$ cat src/rtl/swbs_pkg.sv
// Shared types and constants of the two-dimensional sliding window box sum.
package swbs_pkg;

    localparam int CFG_IDX_W  = 2;
    localparam int CFG_DATA_W = 11;
    localparam int IMG_REG_W  = 11;
    localparam int WIN_REG_W  = 5;
    localparam int SUM_W      = 24;
    localparam int OUT_POS_W  = 10;

    localparam logic [IMG_REG_W-1:0] RESET_IMAGE_SIZE  = 11'd8;
    localparam logic [WIN_REG_W-1:0] RESET_WINDOW_SIZE = 5'd3;

    typedef enum logic [CFG_IDX_W-1:0] {
        REG_IMAGE_SIZE  = 2'd0,
        REG_WINDOW_SIZE = 2'd1
    } cfg_reg_t;

    // Decisions taken at acceptance and carried with the word to the accumulate stage.
    typedef struct packed {
        logic                 use_col;
        logic                 sub_row;
        logic                 first_col;
        logic                 sub_col;
        logic                 emit;
        logic                 last;
        logic                 fwd_cs;
        logic                 fwd_hist;
        logic [OUT_POS_W-1:0] out_row;
        logic [OUT_POS_W-1:0] out_col;
    } swbs_stage_t;

endpackage

$ cat src/rtl/swbs_accum.sv
// Column sum and running window sum update, memory write-back and the result register.
module swbs_accum import swbs_pkg::*; #(
    parameter int MAX_WINDOW = 16,
    parameter int PIXEL_BITS = 16,
    localparam int HW        = $clog2(MAX_WINDOW),
    localparam int CS_W      = PIXEL_BITS + HW + 1
) (
    input  logic                         aclk,
    input  logic                         aresetn,
    input  logic                         p1_valid,
    input  swbs_stage_t                  p1_info,
    input  logic [HW-1:0]                p1_rslot_new,
    input  logic [HW-1:0]                p1_rslot_old,
    input  logic signed [PIXEL_BITS-1:0] p1_px,
    input  logic [CS_W-1:0]              cs_rdata,
    input  logic [PIXEL_BITS-1:0]        hist_rdata,
    output logic                         p1_adv,
    output logic [CS_W-1:0]              cs_wdata,
    output logic [PIXEL_BITS-1:0]        hist_wdata,
    output logic                         m_valid,
    input  logic                         m_ready,
    output logic signed [SUM_W-1:0]      m_window_sum,
    output logic [OUT_POS_W-1:0]         m_out_row,
    output logic [OUT_POS_W-1:0]         m_out_col,
    output logic                         m_frame_last
);

    localparam int RS_W   = CS_W + HW;
    localparam int SUMX_W = (RS_W > SUM_W) ? RS_W : SUM_W;
    localparam int RDEPTH = 1 << HW;

    logic signed [RS_W-1:0]       run_reg;
    logic signed [CS_W-1:0]       recent_reg [RDEPTH];
    logic signed [CS_W-1:0]       last_cs_reg;
    logic signed [PIXEL_BITS-1:0] last_px_reg;
    logic                         m_valid_reg;
    logic signed [SUM_W-1:0]      m_window_sum_reg;
    logic [OUT_POS_W-1:0]         m_out_row_reg, m_out_col_reg;
    logic                         m_frame_last_reg;

    logic signed [CS_W-1:0]       csum_rd, hist_term, cs_val, recent_rd;
    logic signed [PIXEL_BITS-1:0] hist_rd;
    logic signed [RS_W-1:0]       recent_term, run_val;
    logic signed [SUMX_W-1:0]     sum_x;
    logic                         load_out;

    assign p1_adv   = p1_valid && (!p1_info.emit || !m_valid_reg || m_ready);
    assign load_out = p1_adv && p1_info.emit;

    always_comb begin
        csum_rd = p1_info.fwd_cs ? last_cs_reg : signed'(cs_rdata);
        hist_rd = p1_info.fwd_hist ? last_px_reg : signed'(hist_rdata);
        if (p1_info.sub_row) begin
            hist_term = CS_W'(hist_rd);
        end else begin
            hist_term = '0;
        end
        if (p1_info.use_col) begin
            cs_val = csum_rd + CS_W'(p1_px) - hist_term;
        end else begin
            cs_val = CS_W'(p1_px);
        end

        recent_rd = recent_reg[p1_rslot_old];
        if (p1_info.sub_col) begin
            recent_term = RS_W'(recent_rd);
        end else begin
            recent_term = '0;
        end
        if (p1_info.first_col) begin
            run_val = RS_W'(cs_val);
        end else begin
            run_val = run_reg + RS_W'(cs_val) - recent_term;
        end
        sum_x = SUMX_W'(run_val);
    end

    always_ff @(posedge aclk) begin
        if (!aresetn) begin
            run_reg     <= '0;
            m_valid_reg <= 1'b0;
            for (int i = 0; i < RDEPTH; i++) begin
                recent_reg[i] <= '0;
            end
        end else begin
            if (p1_adv) begin
                run_reg                  <= run_val;
                recent_reg[p1_rslot_new] <= cs_val;
            end
            if (load_out) begin
                m_valid_reg <= 1'b1;
            end else if (m_ready) begin
                m_valid_reg <= 1'b0;
            end
        end
    end

    always_ff @(posedge aclk) begin
        if (p1_adv) begin
            last_cs_reg <= cs_val;
            last_px_reg <= p1_px;
        end
        if (load_out) begin
            m_window_sum_reg <= sum_x[SUM_W-1:0];
            m_out_row_reg    <= p1_info.out_row;
            m_out_col_reg    <= p1_info.out_col;
            m_frame_last_reg <= p1_info.last;
        end
    end

    assign cs_wdata     = cs_val;
    assign hist_wdata   = p1_px;
    assign m_valid      = m_valid_reg;
    assign m_window_sum = m_window_sum_reg;
    assign m_out_row    = m_out_row_reg;
    assign m_out_col    = m_out_col_reg;
    assign m_frame_last = m_frame_last_reg;

    a_emit_shows: assert property (@(posedge aclk) disable iff (!aresetn)
        load_out |=> m_valid_reg)
        else $error("finished window sum not presented");

    a_no_overwrite: assert property (@(posedge aclk) disable iff (!aresetn)
        (m_valid_reg && !m_ready) |-> !load_out)
        else $error("waiting result overwritten");

    a_last_diag: assert property (@(posedge aclk) disable iff (!aresetn)
        (m_valid_reg && m_frame_last_reg) |-> (m_out_row_reg == m_out_col_reg))
        else $error("last window of a square image off the diagonal");

endmodule

$ cat config.mk
export PLATFORM = sky130hd
export DESIGN_NAME = swbs_accum
export DESIGN_NICKNAME = d
export VERILOG_FILES = /design/src/rtl/swbs_pkg.sv /design/src/rtl/swbs_accum.sv
export SDC_FILE = /design/constraint.sdc
export NUM_CORES = 1
export LEC_CHECK = 0
export BUFFER_PORTS_ARGS = -buffer_cell sky130_fd_sc_hd__buf_2
export CORE_ASPECT_RATIO = 0.5
export CORE_UTILIZATION = 55
export DETAILED_ROUTE_END_ITERATION = 6
export GPL_TIMING_DRIVEN = 0
export PLACE_DENSITY = 0.85
export SKIP_LAST_GASP = 1
export SLEW_MARGIN = 5
export SYNTH_ARGS = -nofsm -noshare
export SYNTH_HDL_FRONTEND = slang
export SYNTH_SLANG_ARGS = --single-unit
$ cat constraint.sdc
create_clock -name aclk -period 17.6 [get_ports aclk]
set_input_delay 0.88 -clock aclk [delete_from_list [all_inputs] [get_ports aclk]]
set_output_delay 0.88 -clock aclk [all_outputs]
set_load 0.005 [all_outputs]
Yosys cells after proc, flatten, opt, wreduce, memory -nomap -nowiden
Memory sizes are Yosys's and may differ from the RTL's.
Index checks and enable logic that the tools add are counted.
Word-level totals
  register bits: 108
  memory bits (writable): 336
  bits of input ports: 93
  logic and storage cells: 36
  memories kept: 1
Memory list
  recent_reg: depth 16, width 21, rd ports 1, clocked after memory_dff 0, write ports 16, RTL line swbs_accum.sv:33  | logic signed [CS_W-1:0] recent_reg [RDEPTH];
Operators by class
  add/subtract/negate cells: 4
  muxes and demuxes: 15
  reduce and logical (&&, ||, !) cells: 8
Operator list (number)
  21-bit two-way mux: 4
  25-bit two-way mux: 2
  25-bit by 21-bit adder with 25-bit output: 1
  25-bit subtractor: 1
  21-bit by 16-bit adder with 21-bit output: 1
  21-bit OR reduction: 1
  21-bit subtractor: 1
  16-bit two-way mux: 1
  1-bit two-way mux: 7
  4-bit two-way mux: 1
  1-bit logical AND: 2
  1-bit zero test: 2
  1-bit logical OR: 2
  2-bit nonzero test: 1

Logic depth before layout (Yosys ltp)
  depth in word-level cells: 9
  depth in mapped cells: 27

Worst setup path after synthesis
No wires, ideal clock.
  kind: input -> register
  from: input p1_info[20] (netlist bit)
  to: register run_reg[21]
  setup time: 0.117 ns
  arrival time: 6.560 ns
  required time: 17.483 ns
  setup slack: 10.922 ns
  cell stages on the path: 24
  cell sequence: clkbuf_1 > clkbuf_1 > mux2i_1 > nor2b_1 > fa_1 > inv_1 > ha_1 > a21o_1 > nor2b_1 > a211oi_2 > o21bai_1 > a211oi_1 > a221oi_4 > buf_2 > fa_1 > inv_1 > ha_1 > a21o_1 > nor4_1 > a21oi_1 > o31a_1 > nor4_1 > o21ai_0 > a32o_1
On the way
  cells in the longest elaborated chain, start to end: 7
RTL lines
  from (decl): RTL line swbs_accum.sv:11  | input swbs_stage_t p1_info,
  16-bit two-way mux (*): RTL line swbs_accum.sv:52  | hist_rd = p1_info.fwd_hist ? last_px_reg : signed'(hist_rdata);
  21-bit two-way mux (*): RTL line swbs_accum.sv:53  | if (p1_info.sub_row) begin
  21-bit subtractor (*): RTL line swbs_accum.sv:59  | cs_val = csum_rd + CS_W'(p1_px) - hist_term;
  21-bit two-way mux (*): RTL line swbs_accum.sv:58  | if (p1_info.use_col) begin
  25-bit by 21-bit adder with 25-bit output: RTL line swbs_accum.sv:73  | run_val = run_reg + RS_W'(cs_val) - recent_term;
  25-bit subtractor: RTL line swbs_accum.sv:73
  25-bit two-way mux (*): RTL line swbs_accum.sv:70  | if (p1_info.first_col) begin
  to (signal assigned): RTL line swbs_accum.sv:87  | run_reg <= run_val;
  to (decl): RTL line swbs_accum.sv:32  | logic signed [RS_W-1:0] run_reg;
Every way passes the cells marked *; elsewhere a longest branch is shown, timed or not.
A chain may end at the register's enable or synchronous reset.

Final worst setup path
Same ends and word-level chain as after synthesis.

==> impl_metrics.ini <==
[route]
detail_route.vias_per_cell = 6.31
wl_per_cell_um = 24.9
drt_first_iter_violations = 2193
wl_mm = 62.1
drcViolationCount = 0
dr_wl_met2_mm = 28.6
num_vias = 15736
route.met3.wl_mm = 9.47
top_layer = met5
antenna_violating_nets_left = 0
dr.pass1.iters = 6
met1Wirelength_mm = 21.4

[floorplan]
design.die.area_um2 = 41400
rows = 51
die_outline_width_um = 287
placeableCoreArea_um2 = 39400
io-pin-count = 177
die_outline_height_um = 144
initial_core_util_pct = 56.5

[logic_synthesis]
synth_top_flop_cell = edfxtp_1
synth_largest_area_cell = edfxtp_1
synth_cell_types = 65
synth_edf_count = 418
synth.ff_latch_count = 443
synthMostInstantiatedCell = edfxtp_1
synth.yosys.seq_area_share_pct = 58.6
synth.yosys.warnings = 0
synthesis.area_um2 = 22300
synth_largest_type_area_fraction_pct = 56.3
synthesis.area_per_instance_um2 = 13.0
synth_commonest_cells = edfxtp_1 (418), nor2_1 (377), inv_1 (139), mux4_2 (104), clkbuf_1 (83)
postSynthCellCount = 1714
synth_area_leaders = edfxtp_1 (56%), mux4_2 (11%), nor2_1 (6.3%)
synth_nets = 1897
async_reset_ff_share_pct = 0

[place]
routabilityCongestion = 0.938
dp_hpwl_mm = 42.4
numPortBuffers = 170

[setup_path]
critical_path_arrival_ns = 8.34
rr_endpoint = run_reg[21]
timing.critical_path.from = p1_info[20]
rrSetupSlack_ns = 10.62
maximum_fanout_along_the_worst_path = 10
startpoint_of_the_lowest_slack_register_to_register_path = last_px_reg[0]
setup.worst_path.start_class = input port
worst_setup_path_endpoint = run_reg[21]
crit_path_end_kind = flip-flop
worst-setup-path-type = input port to flip-flop
cp_data_required_time_ns = 18.06
r2r_cells = 24

[timing]
final-hold-violation-count = 0
clock-skew-final_ns = 0.0167
hold_slack_final_ns = 0.467
final_min_period_over_clock_period_pct = 44.7
worst-slew-pin-transition_ns = 1.40
fin_crit_ns = 7.88
setup_viol_count_final = 0
setup-tns-final_ns = 0
max_freq_mhz = 127
rsz0062_at_grt = no
pins_over_slew_limit = 0
max_slew_margin_pct = 4.16

[power]
max-vdd-ir-drop_v = 0.0000849
power_density_nw_per_um2 = 142
cellLeakagePower_nw = 10.1

[clock_tree]
cts.path.max_buffers = 3
clkSinkCount = 443
cts.repair_timing.setup_buffer_count = 0
clkSlewWorstSetupHoldPaths_ns = 0.07
cts_hold_repair.buffers = 0
clock_buffer_count_from_cts = 41
cts_tree = yes
clock_tree.htree_level_count = 2
clk_latency_ns = 0.57
ctsRootBufferMaster = clkbuf_16
post_cts_resized = 0

[grt]
globalRouteOverflowTotal = 0
grt_start_max_net_pins = 37
first_pass_grt_wire_length_mm = 91.4
grt_util_all_layers_pct = 30.1
number_of_antenna_violations_at_the_first_check_in_global_routing = 4
first_global_vias = 15595

[outcome]
outcome = complete, no violations

[flow_run]
max_cap_viol_count = 0

[finish]
post_route_cells_drive_above_1_share_pct = 20.3
finalNetCount = 2112
largest_reg_flops = 336
synthToLayoutAreaGrowth_pct = 12.8

[hold_path]
hold_path_class = flip-flop to flip-flop
==> layer usage <==
metal  global-route usage [%]  vias to the layer above
li1                         -                     6524
met1                     37.6                     7616
met2                     48.4                     1350
met3                     10.4                      244
met4                     12.1                        2
met5                        0                        -
==> worst max-delay path: stages <==
cell and delay (ns):
clkbuf_1 0.39, clkbuf_1 0.62, mux2i_1 0.25, nor2b_1 0.08, fa_1 0.50, inv_1 0.05, ha_1 0.35, a21oi_1 0.16
o21ai_0 0.12, a211oi_2 0.44, xnor2_1 0.17, nor2_1 0.05, a21oi_1 1.09, clkbuf_1 0.57, fa_1 0.50, inv_1 0.06
ha_1 0.27, nand2_1 0.08, nand2_1 0.06, nor4_1 0.36, a21oi_1 0.20, o31a_1 0.35, nor4_1 0.32, o21ai_0 0.16
a32o_1 0.23
==> worst min-delay path by stage <==
stage	to	slack, ns	startpoint	cells after the start
floorplan	run_reg[0]	0.44	run_reg[0]	2
detailed placement	run_reg[0]	0.46	run_reg[0]	2
CTS	run_reg[0]	0.47	run_reg[0]	2
global placement	run_reg[0]	0.44	run_reg[0]	2
finish	run_reg[0]	0.47	run_reg[0]	2
global route	m_out_col[8]	0.48	p1_info[8]	1
==> per-stage QoR <==
stage / instances / power (mW) / utilization, % / setup WS, ns / instance area (um2)
2_1_floorplan: 1714 / 2.24 / - / 10.92 / 22300
3_5_place_dp: 2416 / 2.63 / 60.5 / 9.36 / 23800
6_report: 2492 / 3.57 / 63.7 / 9.72 / 25100
5_1_grt: 2488 / 3.70 / 63.7 / 9.37 / 25100
3_3_place_gp: 2414 / 2.59 / 60.4 / 9.46 / 23800
4_1_cts: 2487 / 3.51 / 63.7 / 9.89 / 25100
==> layout by cell type, fill, tap and decap left out, types with 43 or more instances in the layout <==
master / n
nand2_1: 70
fa_1: 43
buf_2: 189
a21oi_1: 46
ha_1: 47
inv_1: 139
clkbuf_1: 92
nor2_1: 377
edfxtp_1: 418
mux4_2: 104
mux2i_1: 43
==> kinds of logic (layout without fill, tap and decap cells) <==
family | after synthesis | after routing | synth area share (%)
AOI/OAI and AO/OA | 176 | 176 | 5.32
xor gates and xnor gates | 35 | 35 | 1.38
adders and majority gates | 90 | 90 | 6.50
buffers and inverters | 266 | 509 | 4.87
muxes | 159 | 159 | 13.0
DFF | 443 | 443 | 58.6
other | 0 | 5 | 0
and+or+nand+nor | 545 | 545 | 10.3
==> layout make-up <==
| type | instances | area, um2 |
|---|---|---|
| fillers | 2673 | 14300 |
| flip-flops and latches | 443 | 13100 |
| multi-input cells | 1005 | 8160 |
| clock buffers | 54 | 1120 |
| repair buffers | 172 | 891 |
| well taps | 530 | 663 |
| plain buffers | 127 | 566 |
| inverters | 139 | 522 |
| clock inverters | 17 | 153 |
| diodes | 5 | 12.5 |
==> power by group <==
group / internal, mW / switching, mW / leakage, nW
clock network: 0.467 / 0.413 / 0.603
registers: 1.27 / 0.0294 / 4.49
logic: 0.501 / 0.889 / 4.98
total: 2.24 / 1.33 / 10.1
Power figures use the tool's default switching activity.
