`src/rtl/swbs_pkg.sv`:
```
// Shared types and constants of the two-dimensional sliding window box sum.
package swbs_pkg;

    localparam int CFG_IDX_W  = 2;
    localparam int CFG_DATA_W = 11;
    localparam int IMG_REG_W  = 11;
    localparam int WIN_REG_W  = 5;
    localparam int SUM_W      = 24;
    localparam int OUT_POS_W  = 10;

    localparam logic [IMG_REG_W-1:0] RESET_IMAGE_SIZE  = 11'd8;
    localparam logic [WIN_REG_W-1:0] RESET_WINDOW_SIZE = 5'd3;

    typedef enum logic [CFG_IDX_W-1:0] {
        REG_IMAGE_SIZE  = 2'd0,
        REG_WINDOW_SIZE = 2'd1
    } cfg_reg_t;

    // Decisions taken at acceptance and carried with the word to the accumulate stage.
    typedef struct packed {
        logic                 use_col;
        logic                 sub_row;
        logic                 first_col;
        logic                 sub_col;
        logic                 emit;
        logic                 last;
        logic                 fwd_cs;
        logic                 fwd_hist;
        logic [OUT_POS_W-1:0] out_row;
        logic [OUT_POS_W-1:0] out_col;
    } swbs_stage_t;

endpackage

```
`src/rtl/swbs_ctrl.sv`:
```
// Configuration, raster position tracking, memory read addressing and the first pipeline register.
module swbs_ctrl import swbs_pkg::*; #(
    parameter int MAX_IMAGE_SIZE = 1024,
    parameter int MAX_WINDOW     = 16,
    parameter int PIXEL_BITS     = 16,
    localparam int POS_W  = $clog2(MAX_IMAGE_SIZE),
    localparam int HW     = $clog2(MAX_WINDOW),
    localparam int HA_W   = HW + POS_W
) (
    input  logic                         aclk,
    input  logic                         aresetn,
    input  logic                         cfg_we,
    input  logic [CFG_IDX_W-1:0]         cfg_index,
    input  logic [CFG_DATA_W-1:0]        cfg_data,
    input  logic                         s_valid,
    output logic                         s_ready,
    input  logic signed [PIXEL_BITS-1:0] s_pixel_value,
    input  logic                         s_frame_start,
    input  logic                         p1_adv,
    output logic                         rd_en,
    output logic [POS_W-1:0]             cs_raddr,
    output logic [HA_W-1:0]              hist_raddr,
    output logic                         p1_valid,
    output swbs_stage_t                  p1_info,
    output logic [POS_W-1:0]             p1_col,
    output logic [HW-1:0]                p1_slot,
    output logic [HW-1:0]                p1_rslot_new,
    output logic [HW-1:0]                p1_rslot_old,
    output logic signed [PIXEL_BITS-1:0] p1_px
);

    localparam int NW    = $clog2(MAX_IMAGE_SIZE + 1);
    localparam int MW_W  = $clog2(MAX_WINDOW + 1);
    localparam int SUBW  = POS_W + MW_W;
    localparam int CMP_W = NW + MW_W;

    function automatic logic [NW-1:0] clamp_n(input logic [IMG_REG_W-1:0] v);
        logic [NW-1:0] res;
        if (v == '0) begin
            res = NW'(1);
        end else if (32'(v) > 32'(MAX_IMAGE_SIZE)) begin
            res = NW'(MAX_IMAGE_SIZE);
        end else begin
            res = NW'(v);
        end
        return res;
    endfunction

    function automatic logic [MW_W-1:0] clamp_m(input logic [WIN_REG_W-1:0] v);
        logic [MW_W-1:0] res;
        if (v == '0) begin
            res = MW_W'(1);
        end else if (32'(v) > 32'(MAX_WINDOW)) begin
            res = MW_W'(MAX_WINDOW);
        end else begin
            res = MW_W'(v);
        end
        return res;
    endfunction

    logic [NW-1:0]       eff_n_reg;
    logic [MW_W-1:0]     eff_m_reg;
    logic [POS_W-1:0]    row_pos_reg, row_pos_next;
    logic [POS_W-1:0]    col_pos_reg, col_pos_next;
    logic                p1_valid_reg, p1_valid_next;
    swbs_stage_t         p1_info_reg, p1_info_next;
    logic [POS_W-1:0]    p1_col_reg;
    logic [HW-1:0]       p1_slot_reg, p1_rslot_new_reg, p1_rslot_old_reg;
    logic signed [PIXEL_BITS-1:0] p1_px_reg;

    logic                acc;
    logic [POS_W-1:0]    r_sel, c_sel, r, c;
    logic [NW-1:0]       r1, c1;
    logic [SUBW-1:0]     rx, cx, rdiff, cdiff;
    logic [CMP_W-1:0]    orow, ocol;
    logic [HW-1:0]       slot_new, slot_old, rslot_new, rslot_old;

    assign s_ready = !p1_valid_reg || p1_adv;
    assign acc     = s_valid && s_ready;

    always_comb begin
        r_sel = s_frame_start ? '0 : row_pos_reg;
        c_sel = s_frame_start ? '0 : col_pos_reg;
        r     = (NW'(r_sel) >= eff_n_reg) ? '0 : r_sel;
        c     = (NW'(c_sel) >= eff_n_reg) ? '0 : c_sel;
        r1    = NW'(r) + NW'(1);
        c1    = NW'(c) + NW'(1);

        rx        = SUBW'(r);
        cx        = SUBW'(c);
        rdiff     = rx - SUBW'(eff_m_reg);
        cdiff     = cx - SUBW'(eff_m_reg);
        slot_new  = rx[HW-1:0];
        slot_old  = rdiff[HW-1:0];
        rslot_new = cx[HW-1:0];
        rslot_old = cdiff[HW-1:0];

        orow = CMP_W'(r1) - CMP_W'(eff_m_reg);
        ocol = CMP_W'(c1) - CMP_W'(eff_m_reg);

        p1_info_next.use_col   = (r != '0);
        p1_info_next.sub_row   = (CMP_W'(r) >= CMP_W'(eff_m_reg));
        p1_info_next.first_col = (c == '0);
        p1_info_next.sub_col   = (CMP_W'(c) >= CMP_W'(eff_m_reg));
        p1_info_next.emit      = (CMP_W'(eff_m_reg) <= CMP_W'(eff_n_reg))
                              && (CMP_W'(r1) >= CMP_W'(eff_m_reg))
                              && (CMP_W'(c1) >= CMP_W'(eff_m_reg));
        p1_info_next.last      = (r1 == eff_n_reg) && (c1 == eff_n_reg);
        p1_info_next.fwd_cs    = p1_valid_reg && p1_adv && (p1_col_reg == c);
        p1_info_next.fwd_hist  = p1_valid_reg && p1_adv && (p1_col_reg == c)
                              && (p1_slot_reg == slot_old);
        p1_info_next.out_row   = OUT_POS_W'(orow);
        p1_info_next.out_col   = OUT_POS_W'(ocol);

        if (c1 >= eff_n_reg) begin
            col_pos_next = '0;
            row_pos_next = (r1 >= eff_n_reg) ? '0 : POS_W'(r1);
        end else begin
            col_pos_next = POS_W'(c1);
            row_pos_next = r;
        end

        if (acc) begin
            p1_valid_next = 1'b1;
        end else if (p1_adv) begin
            p1_valid_next = 1'b0;
        end else begin
            p1_valid_next = p1_valid_reg;
        end
    end

    always_ff @(posedge aclk) begin
        if (!aresetn) begin
            eff_n_reg    <= clamp_n(RESET_IMAGE_SIZE);
            eff_m_reg    <= clamp_m(RESET_WINDOW_SIZE);
            row_pos_reg  <= '0;
            col_pos_reg  <= '0;
            p1_valid_reg <= 1'b0;
        end else begin
            p1_valid_reg <= p1_valid_next;
            if (acc) begin
                row_pos_reg <= row_pos_next;
                col_pos_reg <= col_pos_next;
            end
            if (cfg_we) begin
                case (cfg_reg_t'(cfg_index))
                    REG_IMAGE_SIZE: begin
                        eff_n_reg   <= clamp_n(cfg_data[IMG_REG_W-1:0]);
                        row_pos_reg <= '0;
                        col_pos_reg <= '0;
                    end
                    REG_WINDOW_SIZE: begin
                        eff_m_reg   <= clamp_m(cfg_data[WIN_REG_W-1:0]);
                        row_pos_reg <= '0;
                        col_pos_reg <= '0;
                    end
                    default: begin
                    end
                endcase
            end
        end
    end

    always_ff @(posedge aclk) begin
        if (acc) begin
            p1_info_reg      <= p1_info_next;
            p1_col_reg       <= c;
            p1_slot_reg      <= slot_new;
            p1_rslot_new_reg <= rslot_new;
            p1_rslot_old_reg <= rslot_old;
            p1_px_reg        <= s_pixel_value;
        end
    end

    assign rd_en        = acc;
    assign cs_raddr     = c;
    assign hist_raddr   = {slot_old, c};
    assign p1_valid     = p1_valid_reg;
    assign p1_info      = p1_info_reg;
    assign p1_col       = p1_col_reg;
    assign p1_slot      = p1_slot_reg;
    assign p1_rslot_new = p1_rslot_new_reg;
    assign p1_rslot_old = p1_rslot_old_reg;
    assign p1_px        = p1_px_reg;

    // The stored position always lies inside the current image.
    a_pos_in_image: assert property (@(posedge aclk) disable iff (!aresetn)
        (NW'(row_pos_reg) < eff_n_reg) && (NW'(col_pos_reg) < eff_n_reg))
        else $error("raster position outside the image");

endmodule

```
`config.mk`:
```
export PLATFORM = sky130hd
export DESIGN_NAME = swbs_ctrl
export DESIGN_NICKNAME = d
export VERILOG_FILES = /design/src/rtl/swbs_pkg.sv /design/src/rtl/swbs_ctrl.sv
export SDC_FILE = /design/constraint.sdc
export NUM_CORES = 1
export LEC_CHECK = 0
export ABC_AREA = 0
export BUFFER_PORTS_ARGS = -buffer_cell sky130_fd_sc_hd__buf_2
export CAP_MARGIN = 20
export CORE_MARGIN = 3
export CORE_UTILIZATION = 50
export CTS_BUF_LIST = sky130_fd_sc_hd__clkbuf_8
export DETAILED_ROUTE_END_ITERATION = 10
export GPL_ROUTABILITY_DRIVEN = 0
export GPL_TIMING_DRIVEN = 0
export PLACE_DENSITY = 0.79
export SYNTH_ARGS = -nofsm -noshare
export SYNTH_HDL_FRONTEND = slang
export SYNTH_SLANG_ARGS = --single-unit
```
`constraint.sdc`:
```
create_clock -name aclk -period 14.6 [get_ports aclk]
set_input_delay 2.19 -clock aclk [delete_from_list [all_inputs] [get_ports aclk]]
set_output_delay 2.19 -clock aclk [all_outputs]
set_load 0.05 [all_outputs]
```
### Word level (Yosys, flattened, before mapping)

Cells that the tools add are included.

| cells by class | value |
|---|---|
| add/sub/neg operators | 6 |
| reductions and logical operators | 18 |
| $lt $le $gt $ge | 11 |
| equality and inequality tests | 5 |
| muxes and demuxes | 19 |

Operators by type and width:

| cell | count |
|---|---|
| 10-bit 2-to-1 mux | 13 |
| 10-bit by 1-bit adder with 11-bit output, second input constant | 2 |
| 11-bit == test | 2 |
| 10-bit by 11-bit greater-or-equal comparator with 1-bit output | 2 |
| 11-bit greater-or-equal comparator | 2 |
| 11-bit by 5-bit greater-or-equal comparator with 1-bit output | 2 |
| 11-bit 2-to-1 mux | 2 |
| 10-bit by 5-bit greater-or-equal comparator with 1-bit output | 2 |
| 10-bit by 5-bit subtractor with 10-bit output | 2 |
| 11-bit > comparator, second input constant | 1 |
| 5-bit by 11-bit less-or-equal comparator with 1-bit output | 1 |
| 11-bit zero test | 1 |
| 10-bit == test | 1 |
| 10-bit zero test | 1 |
| 5-bit 2-to-1 mux | 2 |
| 10-bit nonzero test | 1 |
| 4-bit subtractor | 2 |
| 1-bit logical AND | 7 |
| 5-bit > comparator, second input constant | 1 |
| 5-bit zero test | 1 |
| 4-bit == test | 1 |
| 2-bit AND reduction | 2 |
| 2-bit by 1-bit == test with 1-bit output, second input constant | 1 |
| 2-bit zero test | 1 |
| 5 further kinds | 6 |

| word-level totals | value |
|---|---|
| output and inout bits | 93 |
| flip-flop bits (word level) | 103 |
| bits of input ports | 35 |
| logic and storage cells | 79 |

### Depth between registers and ports, before layout

Gate-level depths: netlist of run 1.

| depth | value |
|---|---|
| depth in word-level cells | 10 |
| depth in mapped cells | 28 |
| depth with buffers taken out | 23 |

### Worst setup path after synthesis of run 1

OpenSTA, ideal clock, no wires.

| timing | value |
|---|---|
| path type | input port to output port |
| from | input port s_frame_start |
| to | output port hist_raddr[13] |
| arrival time | 5450 ps |
| stages on the path | 17 |
| path slack | 6960 ps |
| cell sequence | buf_6 > buf_2 > clkbuf_1 > nor2b_1 > ha_1 > and4b_1 > nand2_1 > o21ai_1 > a31o_1 > buf_6 > nor2_1 > inv_1 > ha_1 > inv_1 > a21o_1 > a21oi_1 > xnor2_1 |

| on the way | value |
|---|---|
| longest elaborated chain between the ends | 4 |

Ends and longest elaborated chain:

| what | RTL line | text |
|---|---|---|
| start: declaration | swbs_ctrl.sv:18 | `input logic s_frame_start,` |
| 10-bit 2-to-1 mux * | swbs_ctrl.sv:82 | `r_sel = s_frame_start ? '0 : row_pos_reg;` |
| 10-bit by 11-bit greater-or-equal comparator with 1-bit output | swbs_ctrl.sv:84 | `r = (NW'(r_sel) >= eff_n_reg) ? '0 : r_sel;` |
| 10-bit 2-to-1 mux * | swbs_ctrl.sv:84 |  |
| named net r[0] | swbs_ctrl.sv:72 | `logic [POS_W-1:0] r_sel, c_sel, r, c;` |
| 4-bit subtractor * | swbs_ctrl.sv:91 | `rdiff = rx - SUBW'(eff_m_reg);` |
| end: declaration | swbs_ctrl.sv:22 | `output logic [HA_W-1:0] hist_raddr,` |

Mark *: on every way through the listed nets, which the timed path passes. The rest lies on a longest branch.

### Worst setup path in the final report of run 1

Same ends and word-level chain as after synthesis.

==> flow_summary_export.csv, run 1 <==
group,metric,value,unit
layout,layout_commonest_cell,"buf_2",
sta,max_freq,121,MHz
power_and_ir_drop,power_leakage,3.46,nW
yosys,yosys_warnings,0,
cts,clk_latency,0.39,ns
yosys,syn-cell-area,6650,sq um
setup_path,arrival,6.05,ns
floorplanning,die_w,121,microns
yosys,synth_simple_gate_area_share,20.1,%
floorplanning,coreArea,12800,sq um
yosys,synth.avg_cell_area,9.83,sq um
power_and_ir_drop,power,689,uW
setup_path,r2r_setup_slack,8.66,ns
job,cap_violations,0,
drt,wirelength,17.1,mm
sta,period_share,56.5,%
yosys,synth_fa_ha_area_share,14.7,%
setup_path,crit_path_start,"s_frame_start",
sta,finalClockSkew,0.0158,ns
yosys,ys_types,75,
cts,ctsResizeCount,0,
setup_path,cpPeakStageDelay,0.44,ns
yosys,netlist_instances,676,
floorplanning,num_rows,41,
power_and_ir_drop,pwr-share-comb,21.1,%
yosys,synth_fp_nets,785,
global_route,grt_use_total,23.2,%
worst_hold_path,worstHoldPathType,"flip-flop to flip-flop",
sta,period_needed,8.24,ns
layout,syn_to_final_growth,17.1,%
layout,diodes,0,
power_and_ir_drop,power_frac_seq,46.6,%
setup_path,reg2reg_depth,25,
sta,rsz0062_at_grt,"false",
drt,drc,0,
layout,layout_common_cells,"133 x buf_2, 71 x ha_1, 62 x edfxtp_1",
yosys,synth_top_family_by_area,"simple AND/OR/NAND/NOR gates",
yosys,synthXorXnorAreaFrac,5.76,%
run_status,status,"completed",
sta,setup_slack,6.36,ns
drt,drt_first_pass_iters,5,
cts,cts-htree-levels,3,
power_and_ir_drop,switching_share,31.3,%
setup_path,worstSetupStartpointType,"input port",
setup_path,r2r-end,"row_pos_reg[4]",
yosys,synthArstFlopShare,0,%
sta,final.setup.tns,0,ns
drt,drt-wirelength-per-cell,17.2,microns
sta,timing_hold_violations_final,0,
setup_path,cp.required,12.41,ns
floorplanning,io_pins,128,
power_and_ir_drop,worst_ir_drop_vdd,56.8,uV
placed_design,hpwl,13.3,mm
cts,root_buffer,"clkbuf_8",
cts,cts_tree,"done",
yosys,synthTopCellsByArea,"edfxtp_1 28%, ha_1 13%, dfxtp_1 11%",
sta,drv_slew,0,
sta,finalSetupViolations,0,
setup_path,critPathSlowestCell,"clkbuf_1",
yosys,synth_top_area_share,28.0,%
cts,hold_buffers,0,
placed_design,place_ws,6.28,ns
sta,relSlewSlack,55.7,%
cts,cts_sinks,99,
yosys,synth-seq-area-share,39.1,%
floorplanning,dieHeight,121,microns
sta,worst_slew_pin_slew,0.665,ns
cts,cts_buffer_depth,2,
layout,drive_gt1_share,22.9,%
setup_path,crit_chain,"buf_2 -> buf_6 -> buf_2 -> clkbuf_1 -> nor2b_1 -> ha_1 -> a21o_1 -> a31oi_1 -> o21ai_0 -> a31o_1 -> buf_6 -> buf_8 -> nor2_1 -> nand2_1 -> inv_1 -> ha_1 -> a21o_1 -> a21oi_1 -> xnor2_1 -> buf_2",
power_and_ir_drop,clock_power_share,32.3,%
cts,cts_buffers,9,
layout,nNetsFinal,924,
power_and_ir_drop,internal-power,473,uW
setup_path,worstReg2RegStart,"col_pos_reg[6]",
global_route,grt_pass1_vias,5370,
drt,vias_per_cell,5.65,
floorplanning,dieArea,14700,sq um
drt,dr_total_vias,5606,
yosys,synth-seq-cells,99,
yosys,synthMuxAreaShare,0.922,%
placed_design,port-buffer-count,127,
setup_path,end_kind,"output pin",
cts,cts_setup_buffers,0,
global_route,gr-total-overflow,0,
global_route,grt_pass1_wl,26.8,mm
yosys,synth_compound_area_share,13.8,%
yosys,synth_edf_count,62,
yosys,synth_flop_cell,"edfxtp_1",
power_and_ir_drop,p_switching,216,uW
setup_path,crit_fanout,10,
setup_path,path_common_cell,"buf_2",
cts,clk_pin_slew,0.09,ns
placed_design,placedInstanceArea,7530,sq um
power_and_ir_drop,cellPowerDensity,88.5,nW/um^2
setup_path,crit_type,"input port to output pin",
floorplanning,initial_core_util,51.8,%
global_route,grt_max_degree,60,
layout,finalInstanceArea,7780,sq um
layout,largest_reg_flops,28,
global_route,antenna_found_initial,0,
yosys,yosys.area.top_type,"edfxtp_1",
setup_path,endpoint,"hist_raddr[13]",
drt,drt_iter0_markers,550,
drt,antenna_left,0,
[critical path, delay by kind of cell]
kind	cells	cell delay, ns
AO/OA/AOI/OAI	6	1.00
AND/OR/NAND/NOR	3	0.43
buffers and inverters	8	1.76
XOR/XNOR	1	0.18
adder cells (fa/ha/maj)	2	0.46
[metal layers]
metal  GRT usage (%)  routed length, microns  vias to the layer above
li1                -                       -                     2725
met1            28.5                    7000                     2582
met2            40.3                    8240                      264
met3            4.52                    1360                       35
met4            8.75                     472                        0
met5               0                       0                        -
[stage by stage]
| step | instances | utilization [%] | hold slack, ns |
|---|---|---|---|
| global placement | 975 | 58.5 | 0.449 |
| global route | 992 | 60.7 | 0.493 |
| floorplan | 676 | - | 0.441 |
| finish | 992 | 60.7 | 0.464 |
| detailed placement | 976 | 58.7 | 0.458 |
| CTS | 992 | 60.7 | 0.470 |
[power groups by stage]
stage,registers [mW],clock network [mW],logic [mW]
2_1_floorplan,0.367,0,0.0665
3_3_place_gp,0.328,0,0.142
3_5_place_dp,0.327,0,0.145
4_1_cts,0.321,0.226,0.145
5_1_grt,0.322,0.239,0.155
6_report,0.321,0.222,0.146
[worst min-delay path by stage]
stage / startpoint / endpoint / slack (ns) / depth (start not counted)
5_1_grt: eff_n_reg[2] / eff_n_reg[2] / 0.49 / 2
2_1_floorplan: eff_n_reg[1] / eff_n_reg[1] / 0.44 / 2
4_1_cts: eff_n_reg[4] / eff_n_reg[4] / 0.47 / 2
3_3_place_gp: eff_n_reg[4] / eff_n_reg[4] / 0.45 / 2
6_report: eff_n_reg[4] / eff_n_reg[4] / 0.46 / 2
3_5_place_dp: eff_n_reg[4] / eff_n_reg[4] / 0.46 / 2
[cell usage after synthesis, drive strengths merged (4+ instances only)]
cell      n
a22oi     6
o21ai    20
a31oi     6
a21o     13
mux2i     5
inv      43
and3     11
dfxtp    37
nand2b   15
xor2     18
nand3b    7
nand3    21
nand4     8
nor2b    23
buf      23
o21a      5
edfxtp   62
o2111ai   4
nand2    43
xnor2    24
nor4      7
a32o      6
a211oi    5
and2      4
a21boi   11
clkbuf   10
nor3     25
ha       71
nor2     58
a21oi    35
[layout make-up]
class                   count  area, sq um
inverters                  43          161
fillers                  1111         5040
flip-flops and latches     99         2600
repair buffers            128          663
clock inverters             7          128
multi-input cells         501         3670
clock buffers               9          124
plain buffers              33          214
well taps                 172          215
[cells by family after synthesis]
group | after synthesis
AND/OR/NAND/NOR | 243
AO/OA/AOI/OAI | 133
flip-flops | 99
adder cells (fa/ha/maj) | 77
buffers and inverters | 76
XOR/XNOR | 42
multiplexers | 6
(Power assumes the default switching activity.)
==> run 2, diff against run 1 <==
--- a/config.mk
+++ b/config.mk
@@ -14,7 +14,7 @@
 export DETAILED_ROUTE_END_ITERATION = 10
 export GPL_ROUTABILITY_DRIVEN = 0
 export GPL_TIMING_DRIVEN = 0
-export PLACE_DENSITY = 0.79
+export PLACE_DENSITY = 0.82
 export SYNTH_ARGS = -nofsm -noshare
 export SYNTH_HDL_FRONTEND = slang
 export SYNTH_SLANG_ARGS = --single-unit
==> constraint.sdc (replaced) <==
create_clock -name aclk -period 7.4 [get_ports aclk]
set_input_delay 1.11 -clock aclk [delete_from_list [all_inputs] [get_ports aclk]]
set_output_delay 1.11 -clock aclk [all_outputs]
set_load 0.05 [all_outputs]
==> run 2 against run 1 <==
  * Combinational power grew 95%
  * Clock-buffer cell count unchanged
  * Sequential power rose by 97%
  * Global-route usage increased by 0.14 points
  * Via count is 0.73% higher
  * Clock skew shrank 0.0053 ns
  * Critical path depth up 9
  * Setup slack worse by 6.0 ns
  * Largest power group unchanged
==> flow_summary_export.csv, run 2 (synthesized netlist as in run 1, its figures left out) <==
group,metric,value,unit
drt,dr_total_vias,5647,
drt,drt_first_pass_iters,5,
power_and_ir_drop,cellPowerDensity,166,nW/um^2
floorplanning,num_rows,41,
power_and_ir_drop,clock_power_share,28.1,%
sta,finalClockSkew,0.0104,ns
layout,layout_commonest_cell,"buf_2",
global_route,antenna_found_initial,1,
setup_path,path_delay_family,"buffers and inverters",
sta,worst_slew_pin_slew,0.969,ns
setup_path,crit_type,"input port to flip-flop",
floorplanning,initial_core_util,51.8,%
worst_hold_path,worstHoldPathCells,2,
power_and_ir_drop,internal-power,838,uW
worst_hold_path,worstHoldPathType,"flip-flop to flip-flop",
power_and_ir_drop,pwr-share-comb,22.3,%
sta,max_freq,143,MHz
cts,ctsResizeCount,0,
power_and_ir_drop,switching_share,34.4,%
sta,period_needed,7.00,ns
setup_path,worstReg2RegStart,"row_pos_reg[2]",
cts,clk_latency,0.40,ns
layout,layout_common_cells,"133 x buf_2, 71 x ha_1, 62 x edfxtp_1",
power_and_ir_drop,power_leakage,3.42,nW
global_route,grt_pass1_wl,27.3,mm
sta,relSlewSlack,35.4,%
sta,finalSetupViolations,0,
sta,period_share,94.6,%
global_route,grt_max_degree,73,
cts,clk_pin_slew,0.10,ns
cts,cts_buffer_depth,2,
drt,wirelength,16.9,mm
setup_path,arrival,7.32,ns
setup_path,reg2reg_depth,25,
job,cap_violations,0,
floorplanning,io_pins,128,
setup_path,worstSetupStartpointType,"input port",
drt,vias_per_cell,5.69,
worst_hold_path,min_delay_worst_endpoint,"eff_n_reg[1]",
drt,drc,0,
floorplanning,coreArea,12800,sq um
setup_path,cp.required,7.71,ns
global_route,grt_pass1_vias,5616,
setup_path,path_buf_inv,8,
placed_design,port-buffer-count,127,
power_and_ir_drop,p_switching,439,uW
drt,antenna_left,0,
cts,hold_buffers,0,
setup_path,r2r-end,"row_pos_reg[0]",
floorplanning,dieHeight,121,microns
power_and_ir_drop,power_frac_seq,49.6,%
layout,syn_to_final_growth,16.1,%
power_and_ir_drop,worst_ir_drop_vdd,97.7,uV
layout,fin_util,60.2,%
sta,final.setup.tns,0,ns
placed_design,hpwl,13.1,mm
setup_path,critPathSlowestCell,"clkbuf_1",
sta,rsz0062_at_grt,"false",
drt,drt_iter0_markers,387,
setup_path,end_kind,"flip-flop",
layout,nNetsFinal,923,
global_route,grt_use_total,23.4,%
floorplanning,die_w,121,microns
cts,cts-htree-levels,3,
cts,cts_setup_buffers,0,
layout,largest_reg_flops,28,
cts,cts_tree,"done",
floorplanning,dieArea,14700,sq um
setup_path,cpPeakStageDelay,0.47,ns
setup_path,r2r_setup_slack,1.59,ns
global_route,gr-total-overflow,0,
cts,root_buffer,"clkbuf_8",
run_status,status,"completed",
drt,drt-wirelength-per-cell,17.0,microns
cts,cts_sinks,99,
sta,drv_slew,0,
layout,drive_gt1_share,22.8,%
setup_path,crit_fanout,10,
cts,cts_buffers,9,
worst_hold_path,hp-start,"eff_n_reg[1]",
sta,timing_hold_violations_final,0,
==> run 2: cell types whose count changed in the layout (fill, tap and decap cells not counted), sizes merged <==
| cell | previous run | this run |
|---|---|---|
| clkinv | 0 | 3 |
| diode | 0 | 1 |
| buf | 151 | 150 |
| bufinv | 3 | 0 |
==> run 2: layout make-up <==
class / instances / area (sq um)
fill: 1077 / 5110
multi-input combinational: 501 / 3670
sequential: 99 / 2600
timing repair buffer: 127 / 636
tap: 172 / 215
buffer: 33 / 214
inverter: 43 / 161
clock buffer: 9 / 124
clock inverter: 7 / 86.3
antenna: 1 / 2.50
==> run 2: worst max-delay path by stage <==
stage / start / endpoint / slack, ns / cells after the start
floorplan: s_frame_start / row_pos_reg[0] / 1.39 / 28
global placement: s_frame_start / row_pos_reg[0] / 0.22 / 29
detailed placement: s_frame_start / row_pos_reg[0] / 0.15 / 29
CTS: s_frame_start / row_pos_reg[0] / 0.56 / 29
global route: s_frame_start / row_pos_reg[0] / 0.16 / 29
finish: s_frame_start / row_pos_reg[0] / 0.40 / 29
==> run 2: metrics by stage <==
step | total power [mW] | cells | hold slack [ns] | instance area [sq um] | worst slack, ns
after floorplan | 0.856 | 676 | 0.441 | 6650 | 1.39
after global routing | 1.33 | 992 | 0.502 | 7710 | 0.159
after global placement | 0.925 | 975 | 0.448 | 7500 | 0.217
final | 1.28 | 992 | 0.470 | 7710 | 0.397
after CTS | 1.28 | 991 | 0.473 | 7710 | 0.556
after detailed placement | 0.929 | 975 | 0.461 | 7500 | 0.146
==> run 2: power groups by stage <==
stage / Clock [mW] / Sequential [mW] / Combinational (mW)
final: 0.359 / 0.633 / 0.284
after global routing: 0.392 / 0.637 / 0.304
after CTS: 0.366 / 0.633 / 0.283
after detailed placement: 0 / 0.646 / 0.283
after global placement: 0 / 0.647 / 0.278
after floorplan: 0 / 0.725 / 0.131
==> run 2: worst register-to-register path: stages (launching register included) <==
cell	delay [ns]
dfxtp_1	0.39
and2b_4	0.21
ha_1	0.25
a21o_1	0.16
a31oi_1	0.17
o21ai_0	0.11
a31o_1	0.23
buf_6	0.16
buf_8	0.15
nor2_1	0.19
nand2_1	0.11
inv_1	0.16
ha_1	0.27
nand4b_1	0.21
or2_1	0.35
nor2_1	0.15
mux2i_1	0.31
nor2_1	0.15
ha_1	0.32
a21o_1	0.19
a21o_1	0.18
a211oi_2	0.41
and3_1	0.21
clkbuf_1	0.31
mux2i_1	0.15
a211oi_2	0.25
==> run 2: layer usage <==
metal  share of wire, %  vias up  global-route usage, %
li1                   -     2723                      -
met1                 40     2637                   27.4
met2                 48      244                   40.3
met3                8.4       43                   5.92
met4                3.8        0                   10.2
met5                  0        -                      0
==> run 3, diff against run 2 <==
--- a/config.mk
+++ b/config.mk
@@ -15,6 +15,7 @@
 export GPL_ROUTABILITY_DRIVEN = 0
 export GPL_TIMING_DRIVEN = 0
 export PLACE_DENSITY = 0.82
+export RECOVER_POWER = 25
 export SYNTH_ARGS = -nofsm -noshare
 export SYNTH_HDL_FRONTEND = slang
 export SYNTH_SLANG_ARGS = --single-unit
==> run 3 against run 2 <==
  * Critical path depth did not move
  * Maximum frequency fell by 0.27%
  * Sequential power about the same
  * Worst hold slack hardly changed
  * Non-clock buffer count unchanged
  * Power down 0.23%
  * Die area unchanged
  * Critical path type unchanged
  * Largest cell class unchanged
  * Largest power group unchanged
  * Highest routed layer unchanged
==> flow_summary_export.csv, run 3 (synthesized netlist as in run 1, its figures left out) <==
group,metric,value,unit
run_status,status,"completed",
cts,cts_sinks,99,
sta,finalClockSkew,0.0101,ns
sta,final.setup.tns,0,ns
drt,drc,0,
cts,clk_pin_slew,0.10,ns
cts,cts_tree,"done",
cts,hold_buffers,0,
power_and_ir_drop,power,1.27,mW
power_and_ir_drop,worst_ir_drop_vdd,97.8,uV
setup_path,cp.required,7.71,ns
placed_design,port-buffer-count,127,
cts,root_buffer,"clkbuf_8",
drt,antenna_left,0,
cts,cts-htree-levels,3,
power_and_ir_drop,cellPowerDensity,166,nW/um^2
drt,drt_first_pass_iters,5,
layout,largest_reg_flops,28,
worst_hold_path,worstHoldPathType,"flip-flop to flip-flop",
drt,drt_iter0_markers,378,
sta,max_freq,142,MHz
layout,layout_commonest_cell,"buf_2",
setup_path,cpPeakStageDelay,0.47,ns
job,cap_violations,0,
worst_hold_path,worstHoldPathCells,2,
global_route,grt_pass1_wl,27.3,mm
sta,period_share,94.9,%
floorplanning,num_rows,41,
power_and_ir_drop,power_leakage,3.35,nW
global_route,grt_pass1_vias,5616,
floorplanning,dieHeight,121,microns
floorplanning,io_pins,128,
sta,finalSetupViolations,0,
sta,relSlewSlack,35.9,%
setup_path,crit_type,"input port to flip-flop",
setup_path,r2r-end,"row_pos_reg[0]",
layout,drive_gt1_share,19.0,%
layout,nFillCells,1095,
worst_hold_path,min_delay_worst_endpoint,"eff_n_reg[1]",
cts,cts_setup_buffers,0,
setup_path,crit_path_start,"s_frame_start",
sta,drv_slew,0,
setup_path,end_kind,"flip-flop",
layout,multi_input_area,3670,sq um
floorplanning,coreArea,12800,sq um
setup_path,arrival,7.33,ns
layout,syn_to_final_growth,15.5,%
cts,cts_buffers,9,
cts,clk_latency,0.39,ns
placed_design,hpwl,13.1,mm
drt,vias_per_cell,5.69,
global_route,grt_use_total,23.4,%
drt,dr_total_vias,5649,
sta,timing_hold_violations_final,0,
cts,cts_buffer_depth,2,
layout,layout_common_cells,"102 x buf_2, 71 x ha_1, 62 x edfxtp_1",
floorplanning,dieArea,14700,sq um
setup_path,r2r_setup_slack,1.57,ns
setup_path,worstSetupStartpointType,"input port",
floorplanning,initial_core_util,51.8,%
cts,ctsResizeCount,0,
global_route,antenna_found_initial,1,
setup_path,reg2reg_depth,25,
layout,final-seq-area,2600,sq um
sta,fin_worst_hold_slack,0.470,ns
setup_path,crit_fanout,10,
sta,worst_slew_pin_slew,0.962,ns
global_route,grt_max_degree,73,
worst_hold_path,hp-start,"eff_n_reg[1]",
drt,wirelength,16.9,mm
setup_path,worstReg2RegStart,"row_pos_reg[2]",
floorplanning,die_w,121,microns
drt,drt-wirelength-per-cell,17.1,microns
sta,rsz0062_at_grt,"false",
global_route,gr-total-overflow,0,
sta,period_needed,7.02,ns
layout,fin_util,59.9,%
layout,nNetsFinal,923,
setup_path,critPathSlowestCell,"clkbuf_1",
[run 3: cell types whose count changed in the layout (fill, tap and decap cells not counted)]
| cell | delta |
|---|---|
| clkbuf_1 | +31 |
| buf_2 | -31 |
[run 3: layout make-up]
type | instances | area share, %
Multi-Input combinational cell | 501 | 47.9
Sequential cell | 99 | 33.9
Timing Repair Buffer | 127 | 7.78
Tap cell | 172 | 2.80
Buffer | 33 | 2.79
Inverter | 43 | 2.10
Clock buffer | 9 | 1.61
Clock inverter | 7 | 1.12
Antenna cell | 1 | 0.0326
[run 3: through the flow]
stage                     std cells  area [sq um]  worst slack [ns]
final                           992          7680             0.378
after global routing            992          7680             0.159
after global placement          975          7500             0.217
after detailed placement        975          7500             0.146
after floorplan                 676          6650              1.39
after CTS                       991          7710             0.556
[run 3: worst max path at each step]
| stage | end | slack, ns | depth (start not counted) |
|---|---|---|---|
| after floorplan | row_pos_reg[0] | 1.39 | 28 |
| after global placement | row_pos_reg[0] | 0.22 | 29 |
| after detailed placement | row_pos_reg[0] | 0.15 | 29 |
| after CTS | row_pos_reg[0] | 0.56 | 29 |
| after global routing | row_pos_reg[0] | 0.16 | 29 |
| final | row_pos_reg[0] | 0.38 | 29 |
[run 3: critical path, delay by kind of cell]
kind | cells | cell delay (ns)
AO/OA/AOI/OAI | 8 | 1.72
adder cells (fa/ha/maj) | 3 | 0.79
buffers and inverters | 8 | 1.78
multiplexers | 2 | 0.47
AND/OR/NAND/NOR | 8 | 1.49
[run 3: routing by layer]
| metal | wire length (microns) | up-vias | global-route usage (%) |
|---|---|---|---|
| met5 | 0 | - | 0 |
| met4 | 569 | 0 | 10.2 |
| met3 | 1470 | 44 | 5.92 |
| met2 | 8170 | 252 | 40.3 |
| met1 | 6710 | 2628 | 27.4 |
| li1 | - | 2725 | - |
[run 3: report_power, final]
group,internal [mW],total [mW],switching [mW]
clock network,0.137,0.359,0.223
registers,0.619,0.634,0.0145
logic,0.0787,0.281,0.202
